==> config.mk <==
export PLATFORM = sky130hd
export DESIGN_NAME = tap_tempo_estimator_unit_flat
export DESIGN_NICKNAME = d
export VERILOG_FILES = /design/src/rtl/tte_pkg.sv /design/src/rtl/tte_if.sv /design/src/rtl/tte_divider.sv /design/src/rtl/tap_tempo_estimator_unit.sv /design/src/flat_wrapper.sv
export SDC_FILE = /design/constraint.sdc
export NUM_CORES = 1
export LEC_CHECK = 0
export ABC_AREA = 0
export BUFFER_PORTS_ARGS = -buffer_cell sky130_fd_sc_hd__buf_2
export CAP_MARGIN = 20
export CORE_MARGIN = 3
export CORE_UTILIZATION = 35
export CTS_CLUSTER_SIZE = 40
export DETAILED_ROUTE_END_ITERATION = 8
export GPL_TIMING_DRIVEN = 0
export MAX_ROUTING_LAYER = met4
export PLACE_DENSITY = 0.56
export SETUP_SLACK_MARGIN = 0.15
export SYNTH_ARGS = -nofsm -noshare
export SYNTH_HDL_FRONTEND = slang
export SYNTH_SLANG_ARGS = --single-unit
export TNS_END_PERCENT = 1
==> constraint.sdc <==
create_clock -name clk_i -period 15.3 [get_ports clk_i]
set_clock_uncertainty 0.2 [all_clocks]
set_input_delay 2.295 -clock clk_i [delete_from_list [all_inputs] [get_ports clk_i]]
set_output_delay 2.295 -clock clk_i [all_outputs]
set_load 0.05 [all_outputs]
==> src/rtl/tte_pkg.sv <==
package tte_pkg;

  localparam int TAP_DEPTH     = 4;
  localparam int CNT_W         = $clog2(TAP_DEPTH + 1);
  localparam int IDX_W         = $clog2(TAP_DEPTH);
  localparam int TIME_W        = 32;
  localparam int FRAC_BITS     = 8;
  localparam int MS_PER_MINUTE = 60000;
  localparam longint NUM_MAX   = longint'(MS_PER_MINUTE) * (TAP_DEPTH - 1) * (2 ** FRAC_BITS);
  localparam int NUM_W         = $clog2(NUM_MAX + 1);
  localparam int STEP_W        = $clog2(NUM_W);
  localparam int BPM_W         = 10;
  localparam int IDLE_W        = 16;
  localparam int TEMPO_W       = 18;
  localparam int CFG_IDX_W     = 2;
  localparam int CFG_DATA_W    = 16;

  localparam logic [CFG_IDX_W-1:0] CFG_MIN_BPM  = 2'd0;
  localparam logic [CFG_IDX_W-1:0] CFG_MAX_BPM  = 2'd1;
  localparam logic [CFG_IDX_W-1:0] CFG_IDLE_GAP = 2'd2;

  localparam logic [BPM_W-1:0]  MIN_BPM_RST  = 10'd80;
  localparam logic [BPM_W-1:0]  MAX_BPM_RST  = 10'd300;
  localparam logic [IDLE_W-1:0] IDLE_GAP_RST = 16'd2000;

  typedef enum logic [1:0] {
    ST_IDLE,
    ST_EVAL,
    ST_DIV,
    ST_OUT
  } tte_state_e;

  typedef struct packed {
    logic busy;
    logic done;
  } div_stat_t;

endpackage

==> src/rtl/tte_if.sv <==
interface tte_tap_if;
  logic                        valid;
  logic                        ready;
  logic [tte_pkg::TIME_W-1:0]  tap_time_ms;

  modport source (output valid, output tap_time_ms, input ready);
  modport sink   (input valid, input tap_time_ms, output ready);
endinterface

interface tte_tempo_if;
  logic                        valid;
  logic                        ready;
  logic                        tempo_valid;
  logic [tte_pkg::TEMPO_W-1:0] tempo_q8;

  modport source (output valid, output tempo_valid, output tempo_q8, input ready);
  modport sink   (input valid, input tempo_valid, input tempo_q8, output ready);
endinterface

interface tte_cfg_if;
  logic                           valid;
  logic                           ready;
  logic [tte_pkg::CFG_IDX_W-1:0]  index;
  logic [tte_pkg::CFG_DATA_W-1:0] data;

  modport source (output valid, output index, output data, input ready);
  modport sink   (input valid, input index, input data, output ready);
endinterface

==> src/rtl/tte_divider.sv <==
module tte_divider (
  input  logic                       clk_i,
  input  logic                       rst_ni,
  input  logic                       start_i,
  input  logic [tte_pkg::NUM_W-1:0]  dividend_i,
  input  logic [tte_pkg::TIME_W-1:0] divisor_i,
  output tte_pkg::div_stat_t         stat_o,
  output logic [tte_pkg::NUM_W-1:0]  quotient_o
);

  logic                        busy_q, busy_d;
  logic                        done_q, done_d;
  logic [tte_pkg::STEP_W-1:0]  cnt_q, cnt_d;
  logic [tte_pkg::TIME_W-1:0]  rem_q, rem_d;
  logic [tte_pkg::NUM_W-1:0]   quot_q, quot_d;
  logic [tte_pkg::TIME_W-1:0]  div_q, div_d;
  logic [tte_pkg::TIME_W:0]    trial;
  logic                        fits;

  always_comb begin
    trial  = {rem_q, quot_q[tte_pkg::NUM_W-1]};
    fits   = (trial >= {1'b0, div_q});
    busy_d = busy_q;
    done_d = 1'b0;
    cnt_d  = cnt_q;
    rem_d  = rem_q;
    quot_d = quot_q;
    div_d  = div_q;
    if (start_i && !busy_q) begin
      busy_d = 1'b1;
      cnt_d  = tte_pkg::STEP_W'(tte_pkg::NUM_W - 1);
      rem_d  = '0;
      quot_d = dividend_i;
      div_d  = divisor_i;
    end else if (busy_q) begin
      rem_d  = fits ? tte_pkg::TIME_W'(trial - {1'b0, div_q}) : trial[tte_pkg::TIME_W-1:0];
      quot_d = {quot_q[tte_pkg::NUM_W-2:0], fits};
      cnt_d  = cnt_q - 1'b1;
      if (cnt_q == '0) begin
        busy_d = 1'b0;
        done_d = 1'b1;
      end
    end
  end

  always_ff @(posedge clk_i or negedge rst_ni) begin
    if (!rst_ni) begin
      busy_q <= 1'b0;
      done_q <= 1'b0;
      cnt_q  <= '0;
    end else begin
      busy_q <= busy_d;
      done_q <= done_d;
      cnt_q  <= cnt_d;
    end
  end

  always_ff @(posedge clk_i) begin
    rem_q  <= rem_d;
    quot_q <= quot_d;
    div_q  <= div_d;
  end

  assign stat_o.busy = busy_q;
  assign stat_o.done = done_q;
  assign quotient_o  = quot_q;

endmodule

==> src/rtl/tap_tempo_estimator_unit.sv <==
// Tap tempo estimator. Each word on the tap channel is one tap with a free-running millisecond
// timestamp; the last four taps are kept, and every tap yields exactly one result word that
// carries the tempo 60000*(n-1)/span in Q10.8 bpm, truncated and clamped to the min/max bpm
// registers, or tempo_valid low when fewer than two taps are held, the span is shorter than the
// interval count, or the latest gap exceeds idle_gap_ms (which restarts the history from this
// tap). A tap that yields a tempo passes through the restoring divider, which produces one
// quotient bit per cycle over a 26-bit dividend; any other tap skips the divider. The tap
// channel is not ready while a tap is in work; a finished result waits in an output register,
// so the next tap is taken while that word is still pending. Configuration writes are always
// ready and take effect at once.
module tap_tempo_estimator_unit (
  input  logic               clk_i,
  input  logic               rst_ni,
  tte_tap_if.sink            tap_i,
  tte_tempo_if.source        tempo_o,
  tte_cfg_if.sink            cfg_i
);

  tte_pkg::tte_state_e state_q, state_d;

  logic [tte_pkg::BPM_W-1:0]   min_bpm_q, max_bpm_q;
  logic [tte_pkg::IDLE_W-1:0]  idle_gap_q;
  logic [tte_pkg::TIME_W-1:0]  hist_q [tte_pkg::TAP_DEPTH];
  logic [tte_pkg::CNT_W-1:0]   held_q;
  logic [tte_pkg::TIME_W-1:0]  now_q;
  logic                        res_tv_q;
  logic [tte_pkg::TEMPO_W-1:0] res_tq_q;
  logic                        out_valid_q;
  logic                        out_tv_q;
  logic [tte_pkg::TEMPO_W-1:0] out_tq_q;

  logic                        tap_acc;
  logic                        out_free;
  logic                        div_start;
  logic                        restart;
  logic                        load_zero;
  logic                        load_tempo;
  logic [tte_pkg::CNT_W-1:0]   intervals;
  logic [tte_pkg::IDX_W-1:0]   prev_idx;
  logic [tte_pkg::TIME_W-1:0]  span;
  logic [tte_pkg::TIME_W-1:0]  gap;
  logic [tte_pkg::NUM_W-1:0]   num_base;
  logic [tte_pkg::NUM_W-1:0]   dividend;
  logic [tte_pkg::NUM_W-1:0]   quotient;
  logic [tte_pkg::NUM_W-1:0]   lo_bound, hi_bound, lo_clamped, clamped;
  tte_pkg::div_stat_t          div_stat;

  assign tap_i.ready = (state_q == tte_pkg::ST_IDLE);
  assign tap_acc     = tap_i.valid && tap_i.ready;
  assign cfg_i.ready = 1'b1;
  assign out_free    = !out_valid_q || tempo_o.ready;

  assign intervals = held_q - tte_pkg::CNT_W'(1);
  assign prev_idx  = tte_pkg::IDX_W'(held_q - tte_pkg::CNT_W'(2));
  assign span      = now_q - hist_q[0];
  assign gap       = now_q - hist_q[prev_idx];
  assign num_base  = tte_pkg::NUM_W'(tte_pkg::MS_PER_MINUTE) * tte_pkg::NUM_W'(intervals);
  assign dividend  = num_base << tte_pkg::FRAC_BITS;

  assign lo_bound   = tte_pkg::NUM_W'({min_bpm_q, tte_pkg::FRAC_BITS'(0)});
  assign hi_bound   = tte_pkg::NUM_W'({max_bpm_q, tte_pkg::FRAC_BITS'(0)});
  assign lo_clamped = (quotient < lo_bound) ? lo_bound : quotient;
  assign clamped    = (lo_clamped > hi_bound) ? hi_bound : lo_clamped;

  tte_divider u_divider (
    .clk_i      (clk_i),
    .rst_ni     (rst_ni),
    .start_i    (div_start),
    .dividend_i (dividend),
    .divisor_i  (span),
    .stat_o     (div_stat),
    .quotient_o (quotient)
  );

  always_ff @(posedge clk_i or negedge rst_ni) begin
    if (!rst_ni) begin
      state_q <= tte_pkg::ST_IDLE;
    end else begin
      state_q <= state_d;
    end
  end

  always_comb begin
    state_d    = state_q;
    div_start  = 1'b0;
    restart    = 1'b0;
    load_zero  = 1'b0;
    load_tempo = 1'b0;
    case (state_q)
      tte_pkg::ST_IDLE: begin
        if (tap_acc) begin
          state_d = tte_pkg::ST_EVAL;
        end
      end
      tte_pkg::ST_EVAL: begin
        if (held_q < tte_pkg::CNT_W'(2) || span < tte_pkg::TIME_W'(intervals)) begin
          load_zero = 1'b1;
          state_d   = tte_pkg::ST_OUT;
        end else if (gap > tte_pkg::TIME_W'(idle_gap_q)) begin
          restart   = 1'b1;
          load_zero = 1'b1;
          state_d   = tte_pkg::ST_OUT;
        end else begin
          div_start = 1'b1;
          state_d   = tte_pkg::ST_DIV;
        end
      end
      tte_pkg::ST_DIV: begin
        if (div_stat.done) begin
          load_tempo = 1'b1;
          state_d    = tte_pkg::ST_OUT;
        end
      end
      tte_pkg::ST_OUT: begin
        if (out_free) begin
          state_d = tte_pkg::ST_IDLE;
        end
      end
      default: begin
        state_d = tte_pkg::ST_IDLE;
      end
    endcase
  end

  always_ff @(posedge clk_i or negedge rst_ni) begin
    if (!rst_ni) begin
      min_bpm_q  <= tte_pkg::MIN_BPM_RST;
      max_bpm_q  <= tte_pkg::MAX_BPM_RST;
      idle_gap_q <= tte_pkg::IDLE_GAP_RST;
    end else if (cfg_i.valid && cfg_i.ready) begin
      case (cfg_i.index)
        tte_pkg::CFG_MIN_BPM:  min_bpm_q  <= cfg_i.data[tte_pkg::BPM_W-1:0];
        tte_pkg::CFG_MAX_BPM:  max_bpm_q  <= cfg_i.data[tte_pkg::BPM_W-1:0];
        tte_pkg::CFG_IDLE_GAP: idle_gap_q <= cfg_i.data[tte_pkg::IDLE_W-1:0];
        default: begin
        end
      endcase
    end
  end

  always_ff @(posedge clk_i or negedge rst_ni) begin
    if (!rst_ni) begin
      held_q <= '0;
    end else if (tap_acc) begin
      if (held_q >= tte_pkg::CNT_W'(tte_pkg::TAP_DEPTH)) begin
        held_q <= tte_pkg::CNT_W'(tte_pkg::TAP_DEPTH);
      end else begin
        held_q <= held_q + tte_pkg::CNT_W'(1);
      end
    end else if (restart) begin
      held_q <= tte_pkg::CNT_W'(1);
    end
  end

  always_ff @(posedge clk_i) begin
    if (tap_acc) begin
      now_q <= tap_i.tap_time_ms;
      if (held_q >= tte_pkg::CNT_W'(tte_pkg::TAP_DEPTH)) begin
        for (int i = 0; i < tte_pkg::TAP_DEPTH - 1; i++) begin
          hist_q[i] <= hist_q[i+1];
        end
        hist_q[tte_pkg::TAP_DEPTH-1] <= tap_i.tap_time_ms;
      end else begin
        hist_q[tte_pkg::IDX_W'(held_q)] <= tap_i.tap_time_ms;
      end
    end else if (restart) begin
      hist_q[0] <= now_q;
    end
  end

  always_ff @(posedge clk_i) begin
    if (load_zero) begin
      res_tv_q <= 1'b0;
      res_tq_q <= '0;
    end else if (load_tempo) begin
      res_tv_q <= 1'b1;
      res_tq_q <= clamped[tte_pkg::TEMPO_W-1:0];
    end
  end

  always_ff @(posedge clk_i or negedge rst_ni) begin
    if (!rst_ni) begin
      out_valid_q <= 1'b0;
    end else if (state_q == tte_pkg::ST_OUT && out_free) begin
      out_valid_q <= 1'b1;
    end else if (tempo_o.ready) begin
      out_valid_q <= 1'b0;
    end
  end

  always_ff @(posedge clk_i) begin
    if (state_q == tte_pkg::ST_OUT && out_free) begin
      out_tv_q <= res_tv_q;
      out_tq_q <= res_tq_q;
    end
  end

  assign tempo_o.valid       = out_valid_q;
  assign tempo_o.tempo_valid = out_tv_q;
  assign tempo_o.tempo_q8    = out_tq_q;

endmodule
==> src/flat_wrapper.sv <==
// flat-port wrapper written by rule: the top's interface ports become plain ports
module tap_tempo_estimator_unit_flat 
  (clk_i, rst_ni, tap_i_valid, tap_i_tap_time_ms, tap_i_ready, tempo_o_valid, tempo_o_tempo_valid, tempo_o_tempo_q8, tempo_o_ready, cfg_i_valid, cfg_i_index, cfg_i_data, cfg_i_ready);
  tte_tap_if tap_i_i ();
  tte_tempo_if tempo_o_i ();
  tte_cfg_if cfg_i_i ();
  input  logic clk_i;
  input  logic rst_ni;
  input wire logic [$bits(tap_i_i.valid)-1:0] tap_i_valid;
  input wire logic [$bits(tap_i_i.tap_time_ms)-1:0] tap_i_tap_time_ms;
  output wire logic [$bits(tap_i_i.ready)-1:0] tap_i_ready;
  output wire logic [$bits(tempo_o_i.valid)-1:0] tempo_o_valid;
  output wire logic [$bits(tempo_o_i.tempo_valid)-1:0] tempo_o_tempo_valid;
  output wire logic [$bits(tempo_o_i.tempo_q8)-1:0] tempo_o_tempo_q8;
  input wire logic [$bits(tempo_o_i.ready)-1:0] tempo_o_ready;
  input wire logic [$bits(cfg_i_i.valid)-1:0] cfg_i_valid;
  input wire logic [$bits(cfg_i_i.index)-1:0] cfg_i_index;
  input wire logic [$bits(cfg_i_i.data)-1:0] cfg_i_data;
  output wire logic [$bits(cfg_i_i.ready)-1:0] cfg_i_ready;
  assign tap_i_i.valid = tap_i_valid;
  assign tap_i_i.tap_time_ms = tap_i_tap_time_ms;
  assign tap_i_ready = tap_i_i.ready;
  assign tempo_o_valid = tempo_o_i.valid;
  assign tempo_o_tempo_valid = tempo_o_i.tempo_valid;
  assign tempo_o_tempo_q8 = tempo_o_i.tempo_q8;
  assign tempo_o_i.ready = tempo_o_ready;
  assign cfg_i_i.valid = cfg_i_valid;
  assign cfg_i_i.index = cfg_i_index;
  assign cfg_i_i.data = cfg_i_data;
  assign cfg_i_ready = cfg_i_i.ready;
  tap_tempo_estimator_unit u_core (.clk_i(clk_i), .rst_ni(rst_ni), .tap_i(tap_i_i), .tempo_o(tempo_o_i), .cfg_i(cfg_i_i));
endmodule
==> summary.md, run 1 <==
| Metric | Value |
|---|---|
| Min-delay src | u_core.res_tq_q[17] |
| Final TNS setup | 0 ns |
| # IOs | 77 |
| Multi-input logic area | 11600 sq um |
| CTS buffer count | 40 |
| Min cycle time layout | 9.11 ns |
| Commonest non-fill, non-tap cell in the layout | edfxtp_1 |
| Hold buffers post-CTS | 0 |
| Final Power | 0.00426 W |
| Status | completed |
| Grt ovf | 0 |
| Slew @ Worst Pin | 1.08 ns |
| Post-DP Area | 23500 sq um |
| Fin area | 24800 sq um |
| Post-layout util | 0.402 |
| Slew Viols, Final | 0 |
| Worst Path Max Fanout | 32 |
| Crit-path cells | buf_2 > buf_1 > buf_1 > mux4_2 > ha_1 > fa_1 > nand2b_1 > a21o_1 > a21oi_1 > nor2_1 > o21ai_0 > xor2_1 > ha_1 > nand4_1 > nor4_1 > nand4_1 > o41a_1 > nor4b_1 > nand3_1 > nor3_1 > nand4b_1 > nor4_2 > nand3_1 > nor2_4 |
| GP Congestion | 0.884 |
| P per Cell Area | 172 nW/um^2 |
| Worst hold path depth | 0 |
| Crit path DAT | 9.09 ns |
| DRT iter0 DRCs | 1195 |
| Synth warnings | 0 |
| Number of synthesized flops with an enable pin | 224 |
| Die area | around 66000 sq um |
| Row count | 91 |
| CP Launch Type | flop |
| Main synth FF type | edfxtp_1 |
| Yosys cell types | approximately 110 |
| Vias/cell | 5.47 |
| Vias in the first global route | 16168 |
| Worst r2r dst | u_core.u_divider.div_q[22] |
| Critical path's slowest cell | buf_1 |
| Post-DR wirelength/cell | roughly 20 um |
| Syn Inst Count | 2021 |
| Vias | 16519 |
| Dpl hpwl | 46.8 mm |
| Initial antenna violation count | 6 |
| # nets final | approximately 2400 |
| Sequential cell area | 9250 sq um |
| DRC errors left | 0 |
| First-pass GRT wire length | 94.4 mm |
| Max Buffers Root-to-Sink | 3 |
| Tcrit/Tclk final | 0.596 |
| Initial Util | 0.354 |
| Post-synth ARST share | 0.145 |
| Clock sink count | 337 |
| Largest delay share family, worst path | simple AND/OR/NAND/NOR gates |
| Flop-to-flop setup slack | approximately 6.2 ns |
| Syn avg cell area | approximately 11 sq um |
| Largest net degree at the start of global routing | 41 |
| Sequential area share after synthesis | 0.423 |
| Syn nets | 2228 |
| Slew Limit Headroom | 0.280 |
| Crit Path Class | reg2reg |
| Core area | 61800 sq um |
| Critical Path RT | around 15 ns |
| Clk Latency, worst-skew pair | 0.59 ns |
| # H-tree levels | 2 |
| Routed wire length | around 60 mm |
| Max-Cap Viols | 0 |
| CTS tree | yes |
| Fmax | 110 MHz |
| Global-route usage over all layers | 0.188 |
| Min-delay worst type | reg2reg |
| CTS clk-pin slew, worst paths | approximately 0.06 ns |
| Pre-antenna DRT Iters | 6 |
| CP endpoint kind | flop |
| Synthesized cell area | 21900 sq um |
| Port bufs | between 70 and 80 |
| Commonest non-fill, non-tap cells in the layout | 224 x edfxtp_1, 164 x inv_1, 149 x ha_1 |
| Pre-CTS setup slack | ~6.1 ns |
| Synth-to-Final Area Change | 13.5% |
| DIE HEIGHT | between 200 and 300 um |
| RSZ-0062 raised after global routing | false |
| Final Worst Setup Slack | 6.19 ns |
| RR Startpoint | u_core.held_q[0] |
| Root buf cell | clkbuf_16 |
| Leak | between 9 and 10 nW |
| Post-cts sizing count | 0 |
| Reg2reg path depth | 24 |
| Final hold vios | 0 |
| Worst hold endpoint | u_core.tempo_o.tempo_q8[17] |
| Number of synthesized register bits | ~340 |
| Post-DRT Antenna Nets | 0 |
| CP peak stage delay | 0.87 ns |
| Post-CTS setup buffer count | 0 |
| # fillers | between 5000 and 6000 |
| Die extent in x | about 260 um |
| Ratio of cells with drive above 1 in the final layout | 0.204 |
| Worst path bufs/invs | 3 |
| Peak VDD IR | 0.101 mV |
| Setup Viol. Count Final | 0 |
routing by layer:
metal	part of all wire	routed length (um)	vias up	GRT usage
met3	0.056	3420	117	0.0363
met4	0.030	1860	0	0.0608
li1	-	-	7823	-
met2	0.46	28300	471	0.296
met5	0	0	-	-
met1	0.45	27800	8108	0.243
worst max-delay path by stage:
stage	from	end	slack, ns	cells after the start
6_report	u_core.held_q[0]	u_core.u_divider.div_q[22]	6.19	24
5_1_grt	u_core.held_q[0]	u_core.u_divider.div_q[24]	5.63	24
4_1_cts	u_core.held_q[0]	u_core.u_divider.div_q[22]	6.05	27
3_5_place_dp	u_core.held_q[0]	u_core.u_divider.div_q[24]	6.14	27
3_3_place_gp	u_core.held_q[0]	u_core.u_divider.div_q[24]	4.52	27
2_1_floorplan	u_core.held_q[0]	u_core.u_divider.div_q[0]	7.56	27
area by class of cell:
| cell class | instances | area share |
|---|---|---|
| multi-input cells | 1432 | 0.467 |
| flip-flops and latches | 337 | 0.372 |
| clock buffers | 54 | 0.0458 |
| well taps | 837 | 0.0422 |
| inverters | 165 | 0.0250 |
| repair buffers | 84 | 0.0212 |
| plain buffers | 87 | 0.0195 |
| clock inverters | 20 | 0.00665 |
| diodes | 4 | 0.000403 |
kinds of logic after synthesis:
logic type | Yosys count | synth area share
AO/OA/AOI/OAI | 498 | 0.154
AND/OR/NAND/NOR | 466 | 0.109
flip-flops | 337 | 0.423
buffers and inverters | 252 | 0.0504
multiplexers | 238 | 0.145
adder cells (fa/ha/maj) | 152 | 0.0879
XOR/XNOR | 77 | 0.0308
other | 1 | 0.000171
power by group:
part | total, W | switching, W | leakage [nW] | internal (W)
registers | 0.00124 | 0.0000764 | 3.12 | 0.00116
clock network | 0.000946 | 0.000415 | 0.619 | 0.000531
logic | 0.00208 | 0.00126 | 6.16 | 0.000819
total | 0.00426 | 0.00175 | 9.90 | 0.00251
through the flow:
step,instances,hold WS (ns)
2_1_floorplan,2021,0.208
3_3_place_gp,2933,0.213
3_5_place_dp,2940,0.217
4_1_cts,3014,0.231
5_1_grt,3020,0.244
6_report,3020,0.227
cell usage after synthesis (7+ instances only):
cell	count	area share
o31ai_1	14	0.0048
a211o_1	14	0.0056
clkbuf_1	51	0.0087
mux2_4	40	0.027
o21ai_1	7	0.0016
nand4_1	32	0.0091
a21oi_1	132	0.030
nor3_1	33	0.0075
and2_1	10	0.0029
a211oi_1	13	0.0045
o21a_1	19	0.0065
xnor2_1	33	0.013
nor2_1	116	0.020
o21bai_1	13	0.0045
dfxtp_1	64	0.059
a21o_1	30	0.010
a22o_1	23	0.0092
a22oi_1	11	0.0038
dfstp_2	12	0.014
or3_1	9	0.0026
inv_1	164	0.028
a31oi_1	12	0.0034
edfxtp_1	224	0.31
nor4_1	18	0.0051
o21ai_0	91	0.021
mux2i_1	15	0.0069
mux2_2	147	0.076
mux4_2	32	0.033
nor2b_1	14	0.0040
xor2_1	44	0.018
o211ai_1	19	0.0065
nand3_1	30	0.0069
nand2b_1	22	0.0063
o2bb2ai_1	27	0.011
buf_2	19	0.0043
a21boi_0	12	0.0041
dfrtp_1	37	0.042
nand2_1	133	0.023
ha_1	149	0.085
sequential cells by signal, summed over array words and instances (netlist names), 16 cells and up:
register and count:
u_core.u_divider.quotient_o 26, u_core.idle_gap_q 16, u_core.u_divider.rem_q 32, u_core.now_q 32, u_core.hist_q 128, u_core.u_divider.div_q 32, u_core.res_tq_q 18, u_core.tempo_o.tempo_q8 18
Note: power is estimated with default switching activity, not from simulation.
==> run 2: changes to the inputs <==
==> constraint.sdc (replaced) <==
create_clock -name clk_i -period 8.64 [get_ports clk_i]
set_clock_uncertainty 0.2 [all_clocks]
set_input_delay 1.296 -clock clk_i [delete_from_list [all_inputs] [get_ports clk_i]]
set_output_delay 1.296 -clock clk_i [all_outputs]
set_load 0.05 [all_outputs]
==> run 2 against run 1 <==
  * Sequential share of layout area is essentially flat
  * Combinational power is 77% higher
  * Die area is the same
  * Final cell count is essentially flat
  * Utilization about the same
  * Flip-flop and latch count did not move
  * Register-to-register slack got worse by 5.6 ns
  * Worst setup slack lost 5.6 ns
  * Critical path depth shrank 1
  * Via count shrank 0.15%
  * Non-clock buffer count shrank 2
  * Hold slack about the same
==> summary.md, run 2 (synthesis results as in run 1) <==
| Metric | Value |
|---|---|
| Post-DP Area | 23500 sq um |
| Slew @ Worst Pin | 1.08 ns |
| Post-DRT Antenna Nets | 0 |
| Leak | 9.90 nW |
| Worst hold path depth | 0 |
| Post-layout util | 0.402 |
| Worst hold endpoint | u_core.tempo_o.tempo_q8[17] |
| CP Launch Type | flop |
| Vias/cell | 5.46 |
| CTS buffer count | 40 |
| Clock sink count | 337 |
| Flop-to-flop setup slack | 0.60 ns |
| Crit Path Class | reg2reg |
| P per Cell Area | 304 nW/um^2 |
| Placed insts | 2940 |
| Core area | 61800 sq um |
| Final hold vios | 0 |
| Reg2reg path depth | 23 |
| Fin area | 24800 sq um |
| Commonest non-fill, non-tap cells in the layout | 224 x edfxtp_1, 163 x inv_1, 149 x ha_1 |
| Status | completed |
| Largest register FFs | around 130 |
| Min-delay src | u_core.res_tq_q[17] |
| Slew Viols, Final | 0 |
| Post-DR wirelength/cell | 20.4 um |
| Power share of the sequential group | 0.291 |
| Largest net degree at the start of global routing | 41 |
| CP endpoint kind | flop |
| Die area | 65600 sq um |
| Post-CTS setup buffer count | 0 |
| Pre-antenna DRT Iters | 6 |
| Switch Pwr | 0.00311 W |
| Tcrit/Tclk final | 0.930 |
| Worst r2r dst | u_core.u_divider.div_q[24] |
| Max-Cap Viols | 0 |
| Grt ovf | 0 |
| Final non-filler cell total | 3019 |
| # H-tree levels | 2 |
| Root buf cell | clkbuf_16 |
| Max Buffers Root-to-Sink | 3 |
| CTS clk-pin slew, worst paths | 0.06 ns |
| Row count | 91 |
| RSZ-0062 raised after global routing | false |
| Vias in the first global route | 16169 |
| Initial antenna violation count | 6 |
| Final Power | 0.00755 W |
| Fmax | 124 MHz |
| CTS tree | yes |
| Most flop-heavy register | u_core.hist_q |
| Clk Latency, worst-skew pair | between 0.5 and 0.6 ns |
| Ratio of cells with drive above 1 in the final layout | 0.207 |
| Pre-CTS setup slack | -0.523 ns |
| Commonest non-fill, non-tap cell in the layout | edfxtp_1 |
| Initial Util | 0.354 |
| Peak VDD IR | 0.178 mV |
| RR Startpoint | u_core.held_q[0] |
| Vias | 16494 |
| Slew Limit Headroom | 0.280 |
| DIE HEIGHT | 256 um |
| DRC errors left | 0 |
| Synth-to-Final Area Change | 13.5% |
| Dpl hpwl | 46.8 mm |
| Worst Path Max Fanout | 16 |
| GP Congestion | 0.884 |
| # nets final | 2353 |
| Clk pwr share | 0.222 |
| Switching Share | 0.411 |
| Min-delay worst type | reg2reg |
| Routed wire length | 61.7 mm |
| Gate power share | 0.487 |
| Global-route usage over all layers | 0.188 |
| Setup Viol. Count Final | 0 |
| Internal Power | about 0.0044 W |
| Critical Path Source | u_core.held_q[0] |
| Crit path DAT | around 8 ns |
| DRT iter0 DRCs | 1278 |
| Min cycle time layout | 8.04 ns |
| Port bufs | 75 |
| Hold buffers post-CTS | 0 |
| First-pass GRT wire length | ~95 mm |
| Die extent in x | 256 um |
| Final Worst Setup Slack | 0.604 ns |
| Critical Path RT | 8.63 ns |
| # IOs | 77 |
| # fillers | 5939 |
-- run 2: worst max path at each step --
stage,endpoint,slack [ns],cells past startpoint
2_1_floorplan,u_core.u_divider.div_q[0],0.90,27
4_1_cts,u_core.u_divider.quotient_o[19],0.30,28
3_3_place_gp,u_core.u_divider.div_q[24],-2.14,27
3_5_place_dp,u_core.u_divider.div_q[24],-0.52,27
5_1_grt,u_core.u_divider.div_q[23],0.21,26
6_report,u_core.u_divider.div_q[24],0.60,23
-- run 2: critical path: stages (launching register included) --
cell,delay [ns]
dfrtp_1,0.35
buf_2,0.40
buf_2,0.49
mux4_2,0.57
ha_1,0.25
fa_1,0.41
nand2b_1,0.20
a21o_1,0.22
a21oi_1,0.34
nor2_1,0.15
o21ai_0,0.22
xor2_1,0.11
ha_1,0.29
nand4_1,0.16
nor4_1,0.43
nand4_1,0.20
o41a_1,0.24
nor4b_1,0.33
nand3_1,0.11
nor3_1,0.20
nand4b_1,0.18
nor4_4,0.61
nand3_1,0.41
nor2_4,0.56
-- run 2: cell type report --
cell class              count  area, sq um  area share
flip-flops and latches    337         9250       0.372
diodes                      4         10.0    0.000403
plain buffers              86          490      0.0197
well taps                 837         1050      0.0421
clock inverters            20          165     0.00665
multi-input cells        1433        11600       0.467
repair buffers             83          510      0.0205
clock buffers              54         1140      0.0457
inverters                 165          624      0.0251
-- run 2: what timing repair did --
item / CTS / global route
gates resized for setup: 6 / 16
setup endpoints to repair: 135 / 92
gates cloned: 1 / 0
endpoints found under the hold margin: 0 / 0
pin swaps: 1 / 0
-- run 2: layer usage --
metal	track usage	part of all wire
met5	-	0
met4	0.0583	0.028
met3	0.0361	0.058
met2	0.298	0.46
met1	0.245	0.45
-- run 2: through the flow --
stage | hold WS (ns) | setup TNS [ns]
after global placement | 0.213 | -126.03
after CTS | 0.231 | 0
final | 0.227 | 0
after floorplan | 0.208 | 0
after detailed placement | 0.217 | -21.24
after global routing | 0.244 | 0
-- run 2: power groups by stage --
stage          Combinational [W]  Sequential [W]  Clock [W]
6_report                 0.00368         0.00220    0.00168
5_1_grt                  0.00404         0.00221    0.00178
4_1_cts                  0.00366         0.00220    0.00172
3_5_place_dp             0.00363         0.00222          0
3_3_place_gp             0.00355         0.00224          0
2_1_floorplan            0.00261         0.00225          0
==> run 3: changes to the inputs <==
--- a/config.mk
+++ b/config.mk
@@ -8,6 +8,7 @@
 export ABC_AREA = 0
 export BUFFER_PORTS_ARGS = -buffer_cell sky130_fd_sc_hd__buf_2
 export CAP_MARGIN = 20
+export CORE_ASPECT_RATIO = 1.25
 export CORE_MARGIN = 3
 export CORE_UTILIZATION = 35
 export CTS_CLUSTER_SIZE = 40
@@ -16,7 +17,9 @@
 export MAX_ROUTING_LAYER = met4
 export PLACE_DENSITY = 0.56
 export SETUP_SLACK_MARGIN = 0.15
+export SLEW_MARGIN = 5
 export SYNTH_ARGS = -nofsm -noshare
 export SYNTH_HDL_FRONTEND = slang
+export SYNTH_HIERARCHICAL = 1
 export SYNTH_SLANG_ARGS = --single-unit
 export TNS_END_PERCENT = 1
==> run 3 against run 2 <==
  * Count of clock-buffer cells in the layout decreased by 2
  * Largest cell class unchanged
  * Via count grew 0.27%
  * Register-to-register slack worse by 0.05 ns
  * Non-clock buffer count increased by 17
  * First-iteration DRC count is 27% lower
  * Hold slack better by 0.0035 ns
  * Clock power hardly changed
  * Combinational power fell by 5%
  * Cell area up 0.57%
  * Utilization rose by 0.099 points
==> summary.md, run 3 <==
| Metric | Value |
|---|---|
| Status | completed |
| Power share of the sequential group | 0.292 |
| Internal Power | 0.00433 W |
| Slew @ Worst Pin | 1.01 ns |
| Syn Inst Count | 2056 |
| Clk pwr share | 0.228 |
| Leak | 9.91 nW |
| Commonest non-fill, non-tap cells in the layout | 237 x edfxtp_1, 220 x mux2_2, 167 x inv_1 |
| # IOs | 77 |
| Crit path DAT | 8.20 ns |
| Initial antenna violation count | 3 |
| Final hold vios | 0 |
| CTS clk-pin slew, worst paths | 0.06 ns |
| # H-tree levels | 2 |
| Syn avg cell area | ~11 sq um |
| CP endpoint kind | flop |
| Crit Path Class | reg2reg |
| Hold buffers post-CTS | 0 |
| Min cycle time layout | 8.09 ns |
| Die area | 65800 sq um |
| Gate power share | 0.479 |
| CTS tree | yes |
| DRC errors left | 0 |
| Final Power | 0.00727 W |
| Commonest non-fill, non-tap cell in the layout | edfxtp_1 |
| First-pass GRT wire length | 97.3 mm |
| Synth-to-Final Area Change | 13.8% |
| Clk Latency, worst-skew pair | 0.57 ns |
| Largest net degree at the start of global routing | 42 |
| Vias in the first global route | 16721 |
| Core area | roughly 62000 sq um |
| Final Worst Setup Slack | 0.553 ns |
| Ratio of cells with drive above 1 in the final layout | 0.218 |
| Root buf cell | clkbuf_16 |
| CTS buffer count | 39 |
| Dpl hpwl | 48.8 mm |
| Most flop-heavy register | u_core/hist_q |
| Pre-CTS setup slack | -1.19 ns |
| Grt ovf | 0 |
| Initial Util | 0.354 |
| RSZ-0062 raised after global routing | false |
| Final TNS setup | 0 ns |
| Met3 GRT Util | 0.0261 |
| # fillers | between 6000 and 7000 |
| Placed insts | 2987 |
| Clock sink count | 337 |
| Global-route usage over all layers | 0.194 |
| DRT iter0 DRCs | 929 |
| Most used routing layer | met2 |
| Met1 GRT Util | 0.229 |
| Pre-antenna DRT Iters | 5 |
| Largest register FFs | approximately 130 |
| Min-delay worst type | reg2reg |
| Vias/cell | 5.40 |
| Hold WS | 0.231 ns |
| Grt met2 use | 0.338 |
| Critical Path RT | 8.75 ns |
| Max Buffers Root-to-Sink | 3 |
| Vias | 16538 |
| Routed wire length | 63.0 mm |
| Synth warnings | 6 |
| Post-DRT Antenna Nets | 0 |
| CP peak stage delay | 0.55 ns |
| Port bufs | 75 |
| DIE HEIGHT | roughly 290 um |
| Switch Pwr | 0.00294 W |
| # nets final | 2402 |
| GP Congestion | 0.935 |
| Max-Cap Viols | 0 |
| CP Launch Type | flop |
| Slew Viols, Final | 0 |
| Row count | slightly above 100 |
| Fmax | 124 MHz |
| Slew Limit Headroom | 0.325 |
| Most numerous cell on the critical path | buf_4 |
| Post-DR wirelength/cell | 20.6 um |
| Final non-filler cell total | between 3000 and 4000 |
| Switching Share | 0.404 |
| Critical path's slowest cell | or4_1 |
| Worst Path Max Fanout | 10 |
| Tcrit/Tclk final | 0.936 |
| Post-CTS setup buffer count | 0 |
| Setup Viol. Count Final | 0 |
| P per Cell Area | 291 nW/um^2 |
| Peak VDD IR | 0.185 mV |
| Die extent in x | ~230 um |
| Synthesized cell area | about 22000 sq um |
==> run 3: area by class of cell <==
type	count	area, sq um	area share
Clock inverter	20	185	0.00741
Tap cell	832	1040	0.0417
Inverter	168	631	0.0252
Multi-Input combinational cell	1465	11500	0.461
Timing Repair Buffer	88	564	0.0226
Antenna cell	5	12.5	0.000501
Clock buffer	52	1100	0.0439
Buffer	98	549	0.0220
Sequential cell	337	9380	0.375
==> run 3: per-layer routing <==
| layer | up-vias | wire (um) |
|---|---|---|
| met3 | 125 | 2250 |
| met1 | 8108 | 26700 |
| li1 | 7960 | - |
| met5 | - | 0 |
| met2 | 345 | 31700 |
| met4 | 0 | 2350 |
==> run 3: final timing paths <==
| check | from | end | slack, ns | depth (start not counted) |
|---|---|---|---|---|
| worst max-delay path | u_core/held_q[0] | u_core/hist_q[0][14] | 0.55 | 28 |
| worst min-delay path | u_core/res_tq_q[15] | u_core/tempo_o.tempo_q8[15] | 0.23 | 0 |
| worst max register to register | u_core/held_q[0] | u_core/hist_q[0][14] | 0.55 | 28 |
| worst min register to register | u_core/res_tq_q[15] | u_core/tempo_o.tempo_q8[15] | 0.23 | 0 |
| max in group asynchronous | rst_ni | u_core/max_bpm_q[8] | 7.14 | 2 |
| min in group asynchronous | rst_ni | u_core/idle_gap_q[5] | 0.49 | 1 |
==> run 3: power by group through the flow <==
stage               Sequential [W]  Combinational, W  Clock (W)
finish                     0.00213           0.00349    0.00166
global route               0.00215           0.00382    0.00178
CTS                        0.00213           0.00347    0.00172
detailed placement         0.00216           0.00344          0
global placement           0.00217           0.00336          0
floorplan                  0.00223           0.00234          0
==> run 3: metrics by stage <==
stage | util | instance area, sq um
2_1_floorplan | - | 22000
3_3_place_gp | 0.377 | 23400
3_5_place_dp | 0.380 | 23600
4_1_cts | 0.402 | 24900
5_1_grt | 0.403 | 25000
6_report | 0.403 | 25000
==> run 3: critical path, delay by kind of cell (launching register included) <==
family | cells | cell delay [ns]
xor+xnor | 1 | 0.25
buf+inv | 9 | 2.01
fa+ha+maj | 3 | 0.95
flops | 1 | 0.40
simple gates | 6 | 1.47
mux | 1 | 0.54
compound gates | 8 | 1.98
==> run 3: repair_timing <==
item,4_1_cts,5_1_grt
resized for setup,22,14
hold endpoints to repair,0,0
setup endpoints to repair,179,88
